### src/rtl/pfa_pkg.sv
// ----------------------------------------------------------------------------
// pfa_pkg
// Types and fixed field widths shared by the page frame allocator files.
// ----------------------------------------------------------------------------
package pfa_pkg;

  localparam int MODE_W   = 2;
  localparam int SIZE_W   = 12;
  localparam int PSZ_W    = 7;
  localparam int SLOT_W   = 4;
  localparam int FRAME_W  = 6;
  localparam int PIDX_W   = 5;
  localparam int STATUS_W = 3;

  localparam logic [MODE_W-1:0] MODE_ALLOC   = 2'd0;
  localparam logic [MODE_W-1:0] MODE_RELEASE = 2'd1;
  localparam logic [MODE_W-1:0] MODE_ADD     = 2'd2;

  typedef enum logic [STATUS_W-1:0] {
    STAT_OK    = 3'd0,
    STAT_FEW   = 3'd1,
    STAT_SPACE = 3'd2,
    STAT_DEAD  = 3'd3,
    STAT_ZERO  = 3'd4,
    STAT_FULL  = 3'd5
  } status_e;

  typedef enum logic [3:0] {
    S_IDLE,
    S_DIV,
    S_ACHK,
    S_ARD,
    S_AEMIT,
    S_RCHK,
    S_RRD,
    S_RPUSH,
    S_ADD,
    S_RES
  } fsm_e;

  typedef struct packed {
    logic              start;
    logic [SIZE_W-1:0] dividend;
    logic [PSZ_W-1:0]  divisor;
  } div_req_t;

  typedef struct packed {
    logic              done;
    logic [SIZE_W-1:0] quotient;
  } div_rsp_t;

endpackage

### src/rtl/pfa_divider.sv
// ----------------------------------------------------------------------------
// pfa_divider
// Restoring divider, one quotient bit per cycle; quotient holds until restart.
// ----------------------------------------------------------------------------
module pfa_divider (
  input  logic               clk_i,
  input  logic               rst_ni,
  input  pfa_pkg::div_req_t  req_i,
  output pfa_pkg::div_rsp_t  rsp_o
);

  localparam int CNT_W = $clog2(pfa_pkg::SIZE_W);
  localparam logic [CNT_W-1:0] LAST_STEP = CNT_W'(pfa_pkg::SIZE_W - 1);

  logic                        run_q;
  logic                        done_q;
  logic [CNT_W-1:0]            cnt_q;
  logic [pfa_pkg::PSZ_W-1:0]   rem_q;
  logic [pfa_pkg::PSZ_W-1:0]   dvs_q;
  logic [pfa_pkg::SIZE_W-1:0]  quo_q;
  logic [pfa_pkg::PSZ_W:0]     trial;
  logic [pfa_pkg::PSZ_W:0]     diff;
  logic                        take;

  always_comb begin
    trial = {rem_q, quo_q[pfa_pkg::SIZE_W-1]};
    diff  = trial - {1'b0, dvs_q};
    take  = trial >= {1'b0, dvs_q};
  end

  always_ff @(posedge clk_i or negedge rst_ni) begin
    if (!rst_ni) begin
      run_q  <= 1'b0;
      done_q <= 1'b0;
      cnt_q  <= '0;
    end else begin
      done_q <= run_q && (cnt_q == LAST_STEP);
      if (req_i.start) begin
        run_q <= 1'b1;
        cnt_q <= '0;
      end else if (run_q) begin
        cnt_q <= cnt_q + CNT_W'(1);
        if (cnt_q == LAST_STEP) begin
          run_q <= 1'b0;
        end
      end
    end
  end

  // Shift the dividend out of the quotient register as quotient bits come in.
  always_ff @(posedge clk_i) begin
    if (req_i.start) begin
      rem_q <= '0;
      dvs_q <= req_i.divisor;
      quo_q <= req_i.dividend;
    end else if (run_q) begin
      rem_q <= take ? diff[pfa_pkg::PSZ_W-1:0] : trial[pfa_pkg::PSZ_W-1:0];
      quo_q <= {quo_q[pfa_pkg::SIZE_W-2:0], take};
    end
  end

  assign rsp_o.done     = done_q;
  assign rsp_o.quotient = quo_q;

endmodule

### src/rtl/page_frame_allocator.sv
// ----------------------------------------------------------------------------
// page_frame_allocator
// Paging frame allocator: free frame ring, frame table and process slots.
// ----------------------------------------------------------------------------
// Sequence: allocate runs the bit-serial page count division and the checks,
//   then reads and emits each page in turn, paced by the registered read of
//   the free ring; a failed allocate goes from the checks to one result.
//   Release walks its frames one by one, paced by the frame table read port.
//   Add frame checks, pushes the frame and then returns one result.
// Throughput: one item at a time; ready is high only between items.
// Reset: counters, slot live bits and control clear at once; no memory sweep.
// ----------------------------------------------------------------------------
module page_frame_allocator #(
  parameter int FREE_DEPTH  = 32,
  parameter int TABLE_DEPTH = 64,
  parameter int SLOT_COUNT  = 16,
  parameter int FRAME_LIMIT = 63
) (
  input  logic                           clk_i,
  input  logic                           rst_ni,
  // configuration
  input  logic                           cfg_we_i,
  input  logic [pfa_pkg::PSZ_W-1:0]      cfg_wdata_i,
  // input items
  input  logic                           in_valid_i,
  output logic                           in_ready_o,
  input  logic [pfa_pkg::MODE_W-1:0]     mode_i,
  input  logic [pfa_pkg::SIZE_W-1:0]     process_size_kb_i,
  input  logic [pfa_pkg::SLOT_W-1:0]     process_slot_i,
  input  logic [pfa_pkg::FRAME_W-1:0]    frame_number_i,
  // result items
  output logic                           out_valid_o,
  input  logic                           out_ready_i,
  output logic [pfa_pkg::STATUS_W-1:0]   status_o,
  output logic [pfa_pkg::SLOT_W-1:0]     assigned_slot_o,
  output logic [pfa_pkg::PIDX_W-1:0]     page_index_o,
  output logic [pfa_pkg::FRAME_W-1:0]    frame_out_o,
  output logic                           last_o
);

  // Widths that follow from the storage depths.
  localparam int RI_W   = $clog2(FREE_DEPTH);       // ring index
  localparam int CNT_W  = $clog2(FREE_DEPTH + 1);   // ring fill, page counts
  localparam int SUMC_W = CNT_W + 1;                // head + count, count + n
  localparam int TI_W   = $clog2(TABLE_DEPTH);      // table index
  localparam int TF_W   = $clog2(TABLE_DEPTH + 1);  // table fill
  localparam int SL_W   = $clog2(SLOT_COUNT);       // slot index
  localparam int NS_W   = $clog2(SLOT_COUNT + 1);   // next slot
  localparam int PG_W   = pfa_pkg::SIZE_W;          // page count from divider
  localparam int SUMT_W = ((TF_W > PG_W) ? TF_W : PG_W) + 1;

  localparam int FW = pfa_pkg::FRAME_W;

  // --------------------------------------------------------------------------
  // State
  // --------------------------------------------------------------------------
  pfa_pkg::fsm_e              state_q, state_d;
  logic [pfa_pkg::PSZ_W-1:0]  psz_cfg_q;
  logic [RI_W-1:0]            head_q;
  logic [CNT_W-1:0]           count_q;
  logic [TF_W-1:0]            fill_q;
  logic [NS_W-1:0]            next_slot_q;
  logic [SLOT_COUNT-1:0]      slot_live_q;
  logic [CNT_W-1:0]           idx_q;

  logic [TI_W-1:0]            slot_base_q  [SLOT_COUNT];
  logic [CNT_W-1:0]           slot_pages_q [SLOT_COUNT];

  // captured input item
  logic [pfa_pkg::SLOT_W-1:0] slot_q;
  logic [FW-1:0]              frame_q;

  // release walk
  logic [TI_W-1:0]            rel_ptr_q;
  logic [CNT_W-1:0]           rel_n_q;

  // single-result fields
  pfa_pkg::status_e           res_status_q;
  logic [pfa_pkg::SLOT_W-1:0] res_slot_q;
  logic [FW-1:0]              res_frame_q;

  // output register
  logic                       out_valid_q;
  pfa_pkg::status_e           out_status_q;
  logic [pfa_pkg::SLOT_W-1:0] out_slot_q;
  logic [pfa_pkg::PIDX_W-1:0] out_page_q;
  logic [FW-1:0]              out_frame_q;
  logic                       out_last_q;

  // memories
  logic [FW-1:0]              ring_mem  [FREE_DEPTH];
  logic [FW-1:0]              table_mem [TABLE_DEPTH];
  logic [FW-1:0]              ring_rdata_q;
  logic [FW-1:0]              tbl_rdata_q;

  // --------------------------------------------------------------------------
  // Divider
  // --------------------------------------------------------------------------
  pfa_pkg::div_req_t div_req;
  pfa_pkg::div_rsp_t div_rsp;
  logic [PG_W-1:0]   pages;

  pfa_divider u_divider (
    .clk_i  (clk_i),
    .rst_ni (rst_ni),
    .req_i  (div_req),
    .rsp_o  (div_rsp)
  );

  assign pages = div_rsp.quotient;

  // --------------------------------------------------------------------------
  // Decision terms
  // --------------------------------------------------------------------------
  logic             in_acc;
  logic             out_free;
  logic             a_zero, a_few, a_space, a_fail, a_last;
  pfa_pkg::status_e a_status;
  logic [SL_W-1:0]  ns_idx;
  logic [SL_W-1:0]  rel_idx;
  logic             rel_oob, rel_dead, rel_full, rel_fail, r_last;
  pfa_pkg::status_e r_status;
  logic             add_fail;
  logic [SUMC_W-1:0] tail_sum;
  logic [RI_W-1:0]  tail;
  logic [RI_W-1:0]  head_inc;

  always_comb begin
    in_acc   = in_ready_o && in_valid_i;
    out_free = !out_valid_q || out_ready_i;

    // allocate checks, in priority order
    a_zero   = pages == '0;
    a_few    = pages > PG_W'(count_q);
    a_space  = (next_slot_q >= NS_W'(SLOT_COUNT)) ||
               ((SUMT_W'(fill_q) + SUMT_W'(pages)) > SUMT_W'(TABLE_DEPTH));
    a_fail   = a_zero || a_few || a_space;
    a_status = a_zero ? pfa_pkg::STAT_ZERO :
               a_few  ? pfa_pkg::STAT_FEW  : pfa_pkg::STAT_SPACE;
    a_last   = (PG_W'(idx_q) + PG_W'(1)) == pages;
    ns_idx   = next_slot_q[SL_W-1:0];

    // release checks
    rel_idx  = SL_W'(slot_q);
    rel_oob  = 32'(slot_q) >= 32'(SLOT_COUNT);
    rel_dead = rel_oob || !slot_live_q[rel_idx];
    rel_full = (SUMC_W'(count_q) + SUMC_W'(slot_pages_q[rel_idx])) >
               SUMC_W'(FREE_DEPTH);
    rel_fail = rel_dead || rel_full;
    r_status = rel_dead ? pfa_pkg::STAT_DEAD : pfa_pkg::STAT_FULL;
    r_last   = (idx_q + CNT_W'(1)) == rel_n_q;

    // add check
    add_fail = (count_q >= CNT_W'(FREE_DEPTH)) ||
               (32'(frame_q) > 32'(FRAME_LIMIT));

    // ring pointers, wrapped at the depth
    tail_sum = SUMC_W'(head_q) + SUMC_W'(count_q);
    if (tail_sum >= SUMC_W'(FREE_DEPTH)) begin
      tail = RI_W'(tail_sum - SUMC_W'(FREE_DEPTH));
    end else begin
      tail = RI_W'(tail_sum);
    end
    head_inc = (head_q == RI_W'(FREE_DEPTH - 1)) ? '0 : head_q + RI_W'(1);
  end

  // --------------------------------------------------------------------------
  // Sequencer: next state
  // --------------------------------------------------------------------------
  always_comb begin
    state_d = state_q;
    case (state_q)
      pfa_pkg::S_IDLE: begin
        if (in_valid_i) begin
          case (mode_i)
            pfa_pkg::MODE_ALLOC:   state_d = pfa_pkg::S_DIV;
            pfa_pkg::MODE_RELEASE: state_d = pfa_pkg::S_RCHK;
            pfa_pkg::MODE_ADD:     state_d = pfa_pkg::S_ADD;
            default:               state_d = pfa_pkg::S_IDLE;
          endcase
        end
      end
      pfa_pkg::S_DIV: begin
        if (div_rsp.done) state_d = pfa_pkg::S_ACHK;
      end
      pfa_pkg::S_ACHK: begin
        state_d = a_fail ? pfa_pkg::S_RES : pfa_pkg::S_ARD;
      end
      pfa_pkg::S_ARD:  state_d = pfa_pkg::S_AEMIT;
      pfa_pkg::S_AEMIT: begin
        if (out_free) state_d = a_last ? pfa_pkg::S_IDLE : pfa_pkg::S_ARD;
      end
      pfa_pkg::S_RCHK: begin
        state_d = rel_fail ? pfa_pkg::S_RES : pfa_pkg::S_RRD;
      end
      pfa_pkg::S_RRD:  state_d = pfa_pkg::S_RPUSH;
      pfa_pkg::S_RPUSH: begin
        state_d = r_last ? pfa_pkg::S_RES : pfa_pkg::S_RRD;
      end
      pfa_pkg::S_ADD:  state_d = pfa_pkg::S_RES;
      pfa_pkg::S_RES: begin
        if (out_free) state_d = pfa_pkg::S_IDLE;
      end
      default:         state_d = pfa_pkg::S_IDLE;
    endcase
  end

  // --------------------------------------------------------------------------
  // Sequencer: control outputs
  // --------------------------------------------------------------------------
  logic in_ready, div_start, a_fail_do, a_commit, a_emit;
  logic r_fail_do, r_commit, r_push, add_do, res_out;

  always_comb begin
    in_ready  = 1'b0;
    div_start = 1'b0;
    a_fail_do = 1'b0;
    a_commit  = 1'b0;
    a_emit    = 1'b0;
    r_fail_do = 1'b0;
    r_commit  = 1'b0;
    r_push    = 1'b0;
    add_do    = 1'b0;
    res_out   = 1'b0;
    case (state_q)
      pfa_pkg::S_IDLE: begin
        in_ready  = 1'b1;
        div_start = in_valid_i && (mode_i == pfa_pkg::MODE_ALLOC);
      end
      pfa_pkg::S_ACHK: begin
        a_fail_do = a_fail;
        a_commit  = !a_fail;
      end
      pfa_pkg::S_AEMIT: a_emit = out_free;
      pfa_pkg::S_RCHK: begin
        r_fail_do = rel_fail;
        r_commit  = !rel_fail;
      end
      pfa_pkg::S_RPUSH: r_push  = 1'b1;
      pfa_pkg::S_ADD:   add_do  = 1'b1;
      pfa_pkg::S_RES:   res_out = out_free;
      default: ;
    endcase
  end

  assign in_ready_o = in_ready;

  always_comb begin
    div_req.start    = div_start;
    div_req.dividend = process_size_kb_i;
    // a zero page size divides as one
    div_req.divisor  = (psz_cfg_q == '0) ? pfa_pkg::PSZ_W'(1) : psz_cfg_q;
  end

  // --------------------------------------------------------------------------
  // Control registers
  // --------------------------------------------------------------------------
  always_ff @(posedge clk_i or negedge rst_ni) begin
    if (!rst_ni) begin
      state_q     <= pfa_pkg::S_IDLE;
      psz_cfg_q   <= pfa_pkg::PSZ_W'(1);
      head_q      <= '0;
      count_q     <= '0;
      fill_q      <= '0;
      next_slot_q <= '0;
      slot_live_q <= '0;
      idx_q       <= '0;
      out_valid_q <= 1'b0;
    end else begin
      state_q <= state_d;
      if (cfg_we_i) psz_cfg_q <= cfg_wdata_i;

      // Claim the slot once all checks pass; pages follow one by one.
      if (a_commit) begin
        slot_live_q[ns_idx] <= 1'b1;
        idx_q               <= '0;
      end
      if (a_emit) begin
        head_q  <= head_inc;
        count_q <= count_q - CNT_W'(1);
        fill_q  <= fill_q + TF_W'(1);
        idx_q   <= idx_q + CNT_W'(1);
        if (a_last) next_slot_q <= next_slot_q + NS_W'(1);
      end

      if (r_commit) idx_q <= '0;
      if (r_push) begin
        count_q <= count_q + CNT_W'(1);
        idx_q   <= idx_q + CNT_W'(1);
        if (r_last) slot_live_q[rel_idx] <= 1'b0;
      end

      if (add_do && !add_fail) count_q <= count_q + CNT_W'(1);

      if (a_emit || res_out) begin
        out_valid_q <= 1'b1;
      end else if (out_ready_i) begin
        out_valid_q <= 1'b0;
      end
    end
  end

  // --------------------------------------------------------------------------
  // Payload registers
  // --------------------------------------------------------------------------
  always_ff @(posedge clk_i) begin
    if (in_acc) begin
      slot_q  <= process_slot_i;
      frame_q <= frame_number_i;
    end

    if (a_commit) begin
      slot_base_q[ns_idx]  <= fill_q[TI_W-1:0];
      slot_pages_q[ns_idx] <= CNT_W'(pages);
    end

    if (r_commit) begin
      rel_ptr_q <= slot_base_q[rel_idx];
      rel_n_q   <= slot_pages_q[rel_idx];
    end
    if (r_push) rel_ptr_q <= rel_ptr_q + TI_W'(1);

    // Stage the one-result answers.
    if (a_fail_do) begin
      res_status_q <= a_status;
      res_slot_q   <= '0;
      res_frame_q  <= '0;
    end
    if (r_fail_do) begin
      res_status_q <= r_status;
      res_slot_q   <= slot_q;
      res_frame_q  <= '0;
    end
    if (r_push && r_last) begin
      res_status_q <= pfa_pkg::STAT_OK;
      res_slot_q   <= slot_q;
      res_frame_q  <= '0;
    end
    if (add_do) begin
      res_status_q <= add_fail ? pfa_pkg::STAT_FULL : pfa_pkg::STAT_OK;
      res_slot_q   <= '0;
      res_frame_q  <= frame_q;
    end

    if (a_emit) begin
      out_status_q <= pfa_pkg::STAT_OK;
      out_slot_q   <= pfa_pkg::SLOT_W'(next_slot_q);
      out_page_q   <= pfa_pkg::PIDX_W'(idx_q);
      out_frame_q  <= ring_rdata_q;
      out_last_q   <= a_last;
    end else if (res_out) begin
      out_status_q <= res_status_q;
      out_slot_q   <= res_slot_q;
      out_page_q   <= '0;
      out_frame_q  <= res_frame_q;
      out_last_q   <= 1'b1;
    end
  end

  // --------------------------------------------------------------------------
  // Free ring: push at the tail, registered read at the head
  // --------------------------------------------------------------------------
  logic          ring_we;
  logic [FW-1:0] ring_wdata;

  assign ring_we    = r_push || (add_do && !add_fail);
  assign ring_wdata = r_push ? tbl_rdata_q : frame_q;

  always_ff @(posedge clk_i) begin
    if (ring_we) ring_mem[tail] <= ring_wdata;
    ring_rdata_q <= ring_mem[head_q];
  end

  // --------------------------------------------------------------------------
  // Frame table: append at the fill point, registered read for release
  // --------------------------------------------------------------------------
  always_ff @(posedge clk_i) begin
    if (a_emit) table_mem[fill_q[TI_W-1:0]] <= ring_rdata_q;
    tbl_rdata_q <= table_mem[rel_ptr_q];
  end

  // --------------------------------------------------------------------------
  // Outputs
  // --------------------------------------------------------------------------
  assign out_valid_o     = out_valid_q;
  assign status_o        = out_status_q;
  assign assigned_slot_o = out_slot_q;
  assign page_index_o    = out_page_q;
  assign frame_out_o     = out_frame_q;
  assign last_o          = out_last_q;

  // --------------------------------------------------------------------------
  // Assertions
  // --------------------------------------------------------------------------
  a_count_bound: assert property (@(posedge clk_i) disable iff (!rst_ni)
    count_q <= CNT_W'(FREE_DEPTH))
    else $error("free ring count above depth");

  a_fill_bound: assert property (@(posedge clk_i) disable iff (!rst_ni)
    fill_q <= TF_W'(TABLE_DEPTH))
    else $error("frame table fill above depth");

  a_emit_has_frame: assert property (@(posedge clk_i) disable iff (!rst_ni)
    a_emit |-> (count_q != '0))
    else $error("page emitted from an empty free ring");

  a_push_has_room: assert property (@(posedge clk_i) disable iff (!rst_ni)
    r_push |-> (count_q < CNT_W'(FREE_DEPTH)))
    else $error("release pushed into a full free ring");

endmodule
### config.mk
export PLATFORM = sky130hd
export DESIGN_NAME = page_frame_allocator
export DESIGN_NICKNAME = d
export VERILOG_FILES = /design/src/rtl/pfa_pkg.sv /design/src/rtl/pfa_divider.sv /design/src/rtl/page_frame_allocator.sv
export SDC_FILE = /design/constraint.sdc
export NUM_CORES = 1
export LEC_CHECK = 0
export BUFFER_PORTS_ARGS = -buffer_cell sky130_fd_sc_hd__buf_2
export CAP_MARGIN = 0
export CORE_MARGIN = 4
export CORE_UTILIZATION = 65
export CTS_CLUSTER_SIZE = 10
export DETAILED_ROUTE_END_ITERATION = 10
export PLACE_DENSITY = 0.9
export SYNTH_ARGS = -nofsm -noshare
export SYNTH_HDL_FRONTEND = slang
export SYNTH_HIERARCHICAL = 1
export SYNTH_SLANG_ARGS = --single-unit
### constraint.sdc
create_clock -name clk_i -period 15.1 [get_ports clk_i]
set_clock_uncertainty 0.05 [all_clocks]
set_input_delay 1.51 -clock clk_i [delete_from_list [all_inputs] [get_ports clk_i]]
set_output_delay 1.51 -clock clk_i [all_outputs]
set_load 0.02 [all_outputs]
==> impl_metrics.csv <==
group,metric,value,unit
run_status,status,"finished with violations",
run_status,violations,"DRC",
grt,globalRouteOverflowTotal,0,
routing,drt_iter0_drc,3830,
sta,period_needed,5050,ps
critical_path,cp-start-kind,"register",
cells_and_area,finalNonFillerCells,2965,
routing,first_pass_iters,9,
clock_tree,clk_latency,690,ps
grt,grt_max_degree,66,
power_and_ir_drop,power,7.44,mW
sta,slew_viol_final,0,
clock_tree,cts_htree_levels,3,
clock_tree,cts-root-buf,"clkbuf_16",
clock_tree,cts_setup_buffers,0,
cells_and_area,mostFrequentLayoutCell,"edfxtp_1",
cells_and_area,drive_above_1_share,23.4,%
routing,drtAntennaViolNets,0,
clock_tree,cts_sinks,927,
sta,max_clock_freq,198,MHz
clock_tree,clock_path_buffers,3,
critical_path,cp.arrival,5550,ps
floorplan,ios,57,
routing,vias,21800,
grt,grt_pass1_vias,21900,
synth,synth-main-ff-cell,"edfxtp_1",
placement,place_inst,2769,
critical_path,reg2reg_to,"idx_q[5]$_DFFE_PN0P_",
cells_and_area,fin_nets,2191,
floorplan,start_util,65.8,%
floorplan,die_area,62600,um2
sta,tightest_slew,1250,ps
routing,wl,99.3,mm
placement,port_buffers,56,
sta,setup_viol_count_final,0,
placement,place_hpwl,55.3,mm
grt,grtUsageTotal,32.0,%
power_and_ir_drop,ir_drop,0.167,mV
critical_path,path_max_fanout,48,
clock_tree,cts.clk_slew.worst_paths,60,ps
power_and_ir_drop,power_density,177,nW/um2
routing,viasPerCell,7.34,
critical_path,r2r_cells,12,
sta,tns,0,ps
floorplan,die_x,250,um
synth,synth_area,38100,um2
synth,yosysUniqueCellTypes,85,
power_and_ir_drop,leakagePower,14.0,nW
flow_run,drv_cap,0,
synth,avgSynthCellArea,18.8,um2
critical_path,crit_type,"register to register",
cells_and_area,final_cell_mix,"edfxtp_1 (834), mux4_2 (250), nor2_1 (145)",
critical_path,critPathCaptureType,"register",
synth,synth-seq-cells,927,
clock_tree,cts-hold-fix-buffers,0,
sta,post-route-worst-setup-slack,10050,ps
synth,synthCells,2030,
clock_tree,ctsResizeCount,0,
sta,rsz0062_at_grt,"no",
critical_path,critPathCapture,"idx_q[5]$_DFFE_PN0P_",
synth,yosysSeqAreaShare,71.4,%
routing,post-route-drc-count,4,
critical_path,r2r_slack,10050,ps
grt,grt_pass1_wl,148,mm
sta,timing.hold.ws,425,ps
sta,slew_headroom,16.7,%
sta,hold_viol_final,0,
synth,async_reset_ff_share,6.80,%
floorplan,die_y,250,um
critical_path,cp.required,15600,ps
floorplan,core_area,57900,um2
worst_hold_path,hold_path_class,"register to register",
placement,place_ws,10260,ps
clock_tree,tritoncts,"done",
floorplan,num_rows,88,
synth,yosysWarnings,6,
routing,wl_per_cell,33.5,um
cells_and_area,area_delta_synth_final,10.6,%
placement,routabilityCongestion,0.921,
synth,syn_nets,2113,
synth,synth-edff-count,834,
sta,fin_crit_sh,33.4,%
clock_tree,cts_made_buffers,102,
grt,antenna_found_initial,8,
-- metrics by stage --
stage          cell area (um2)  util, %
3_5_place_dp             39200     67.6
5_1_grt                  42100     72.8
6_report                 42200     72.8
3_3_place_gp             39200     67.6
2_1_floorplan            38100        -
4_1_cts                  42100     72.8
-- how the worst min path moves through the flow --
| stage | startpoint | end | slack [ps] | depth (start not counted) |
|---|---|---|---|---|
| after floorplan | fill_q[6]$_DFFE_PN0P_ | fill_q[6]$_DFFE_PN0P_ | 400 | 1 |
| after global placement | psz_cfg_q[5]$_DFFE_PN0P_ | u_divider/dvs_q[5]$_DFFE_PP_ | 410 | 0 |
| after detailed placement | psz_cfg_q[5]$_DFFE_PN0P_ | u_divider/dvs_q[5]$_DFFE_PP_ | 410 | 0 |
| after CTS | psz_cfg_q[5]$_DFFE_PN0P_ | u_divider/dvs_q[5]$_DFFE_PP_ | 430 | 0 |
| after global routing | psz_cfg_q[4]$_DFFE_PN0P_ | u_divider/dvs_q[4]$_DFFE_PP_ | 440 | 0 |
| final | psz_cfg_q[1]$_DFFE_PN0P_ | u_divider/dvs_q[1]$_DFFE_PP_ | 420 | 0 |
-- cells by family (layout without fill, tap and decap cells) --
kind of cell / count (synthesis) / in the layout / synth area share, %
DFF: 927 / 927 / 71.4
other: 0 / 4 / 0
muxes: 287 / 287 / 15.8
adders and majority gates: 47 / 47 / 1.62
xor gates and xnor gates: 52 / 52 / 1.27
AOI/OAI and AO/OA: 148 / 148 / 2.95
and+or+nand+nor: 419 / 419 / 5.36
buffers and inverters: 150 / 316 / 1.55
-- flip-flops by register name, indices dropped and copies added (netlist names), 7 cells and up, named ones only --
register and count:
table_mem 384, ring_mem 192, slot_base_q 96, slot_pages_q 96, slot_live_q 16, u_divider/quo_q 12, fill_q 7, psz_cfg_q 7
u_divider/dvs_q 7, u_divider/rem_q 7
-- where the power goes --
| part | leakage, nW | switching, mW | internal [mW] |
|---|---|---|---|
| Clock | 1.41 | 1.00 | 1.28 |
| Combinational | 4.04 | 1.04 | 0.642 |
| Sequential | 8.55 | 0.272 | 3.21 |
| Total | 14.0 | 2.31 | 5.13 |
-- layer usage --
layer  part of all wire (%)  vias to the layer above  global-route usage [%]
li1                       -                     8346                       -
met3                     13                      447                    7.17
met1                     34                    10900                    43.9
met5                  0.035                        -                       0
met4                    5.6                        6                    14.2
met2                     48                     2117                    50.6
-- critical path, stage by stage (launching register included) --
cell and delay (ps):
dfxtp_4 1000, mux4_2 610, mux4_2 490, ha_1 220, inv_1 90, fa_1 240
nor2b_1 100, or4_1 420, a211oi_1 260, o211ai_1 170, nor3_1 610, nor3_1 280
a211o_1 360
-- cell type report --
class / instances / area [um2]
Antenna cell: 4 / 10.0
Clock buffer: 185 / 2890
Clock inverter: 7 / 97.6
Fill cell: 3070 / 15800
Inverter: 39 / 146
Multi-Input combinational cell: 953 / 10300
Sequential cell: 927 / 27200
Tap cell: 765 / 957
Timing Repair Buffer: 85 / 498
-- synth_stat cells, types with 14 or more instances --
cell type	number	share of area, %
xor2_1	21	0.48
nor3_1	15	0.20
nor2b_1	14	0.23
mux2_2	30	0.89
nor2_1	145	1.4
nand3_1	21	0.28
mux4_2	250	15
nand2_1	106	1.0
xnor2_1	29	0.67
and3_1	26	0.43
inv_1	39	0.38
dfxtp_1	30	1.6
edfxtp_1	834	66
ha_1	43	1.4
buf_1	28	0.28
dfrtp_1	62	4.1
clkbuf_1	74	0.73
o21ai_0	25	0.33
a21oi_1	22	0.29
Power figures use the tool's default switching activity.
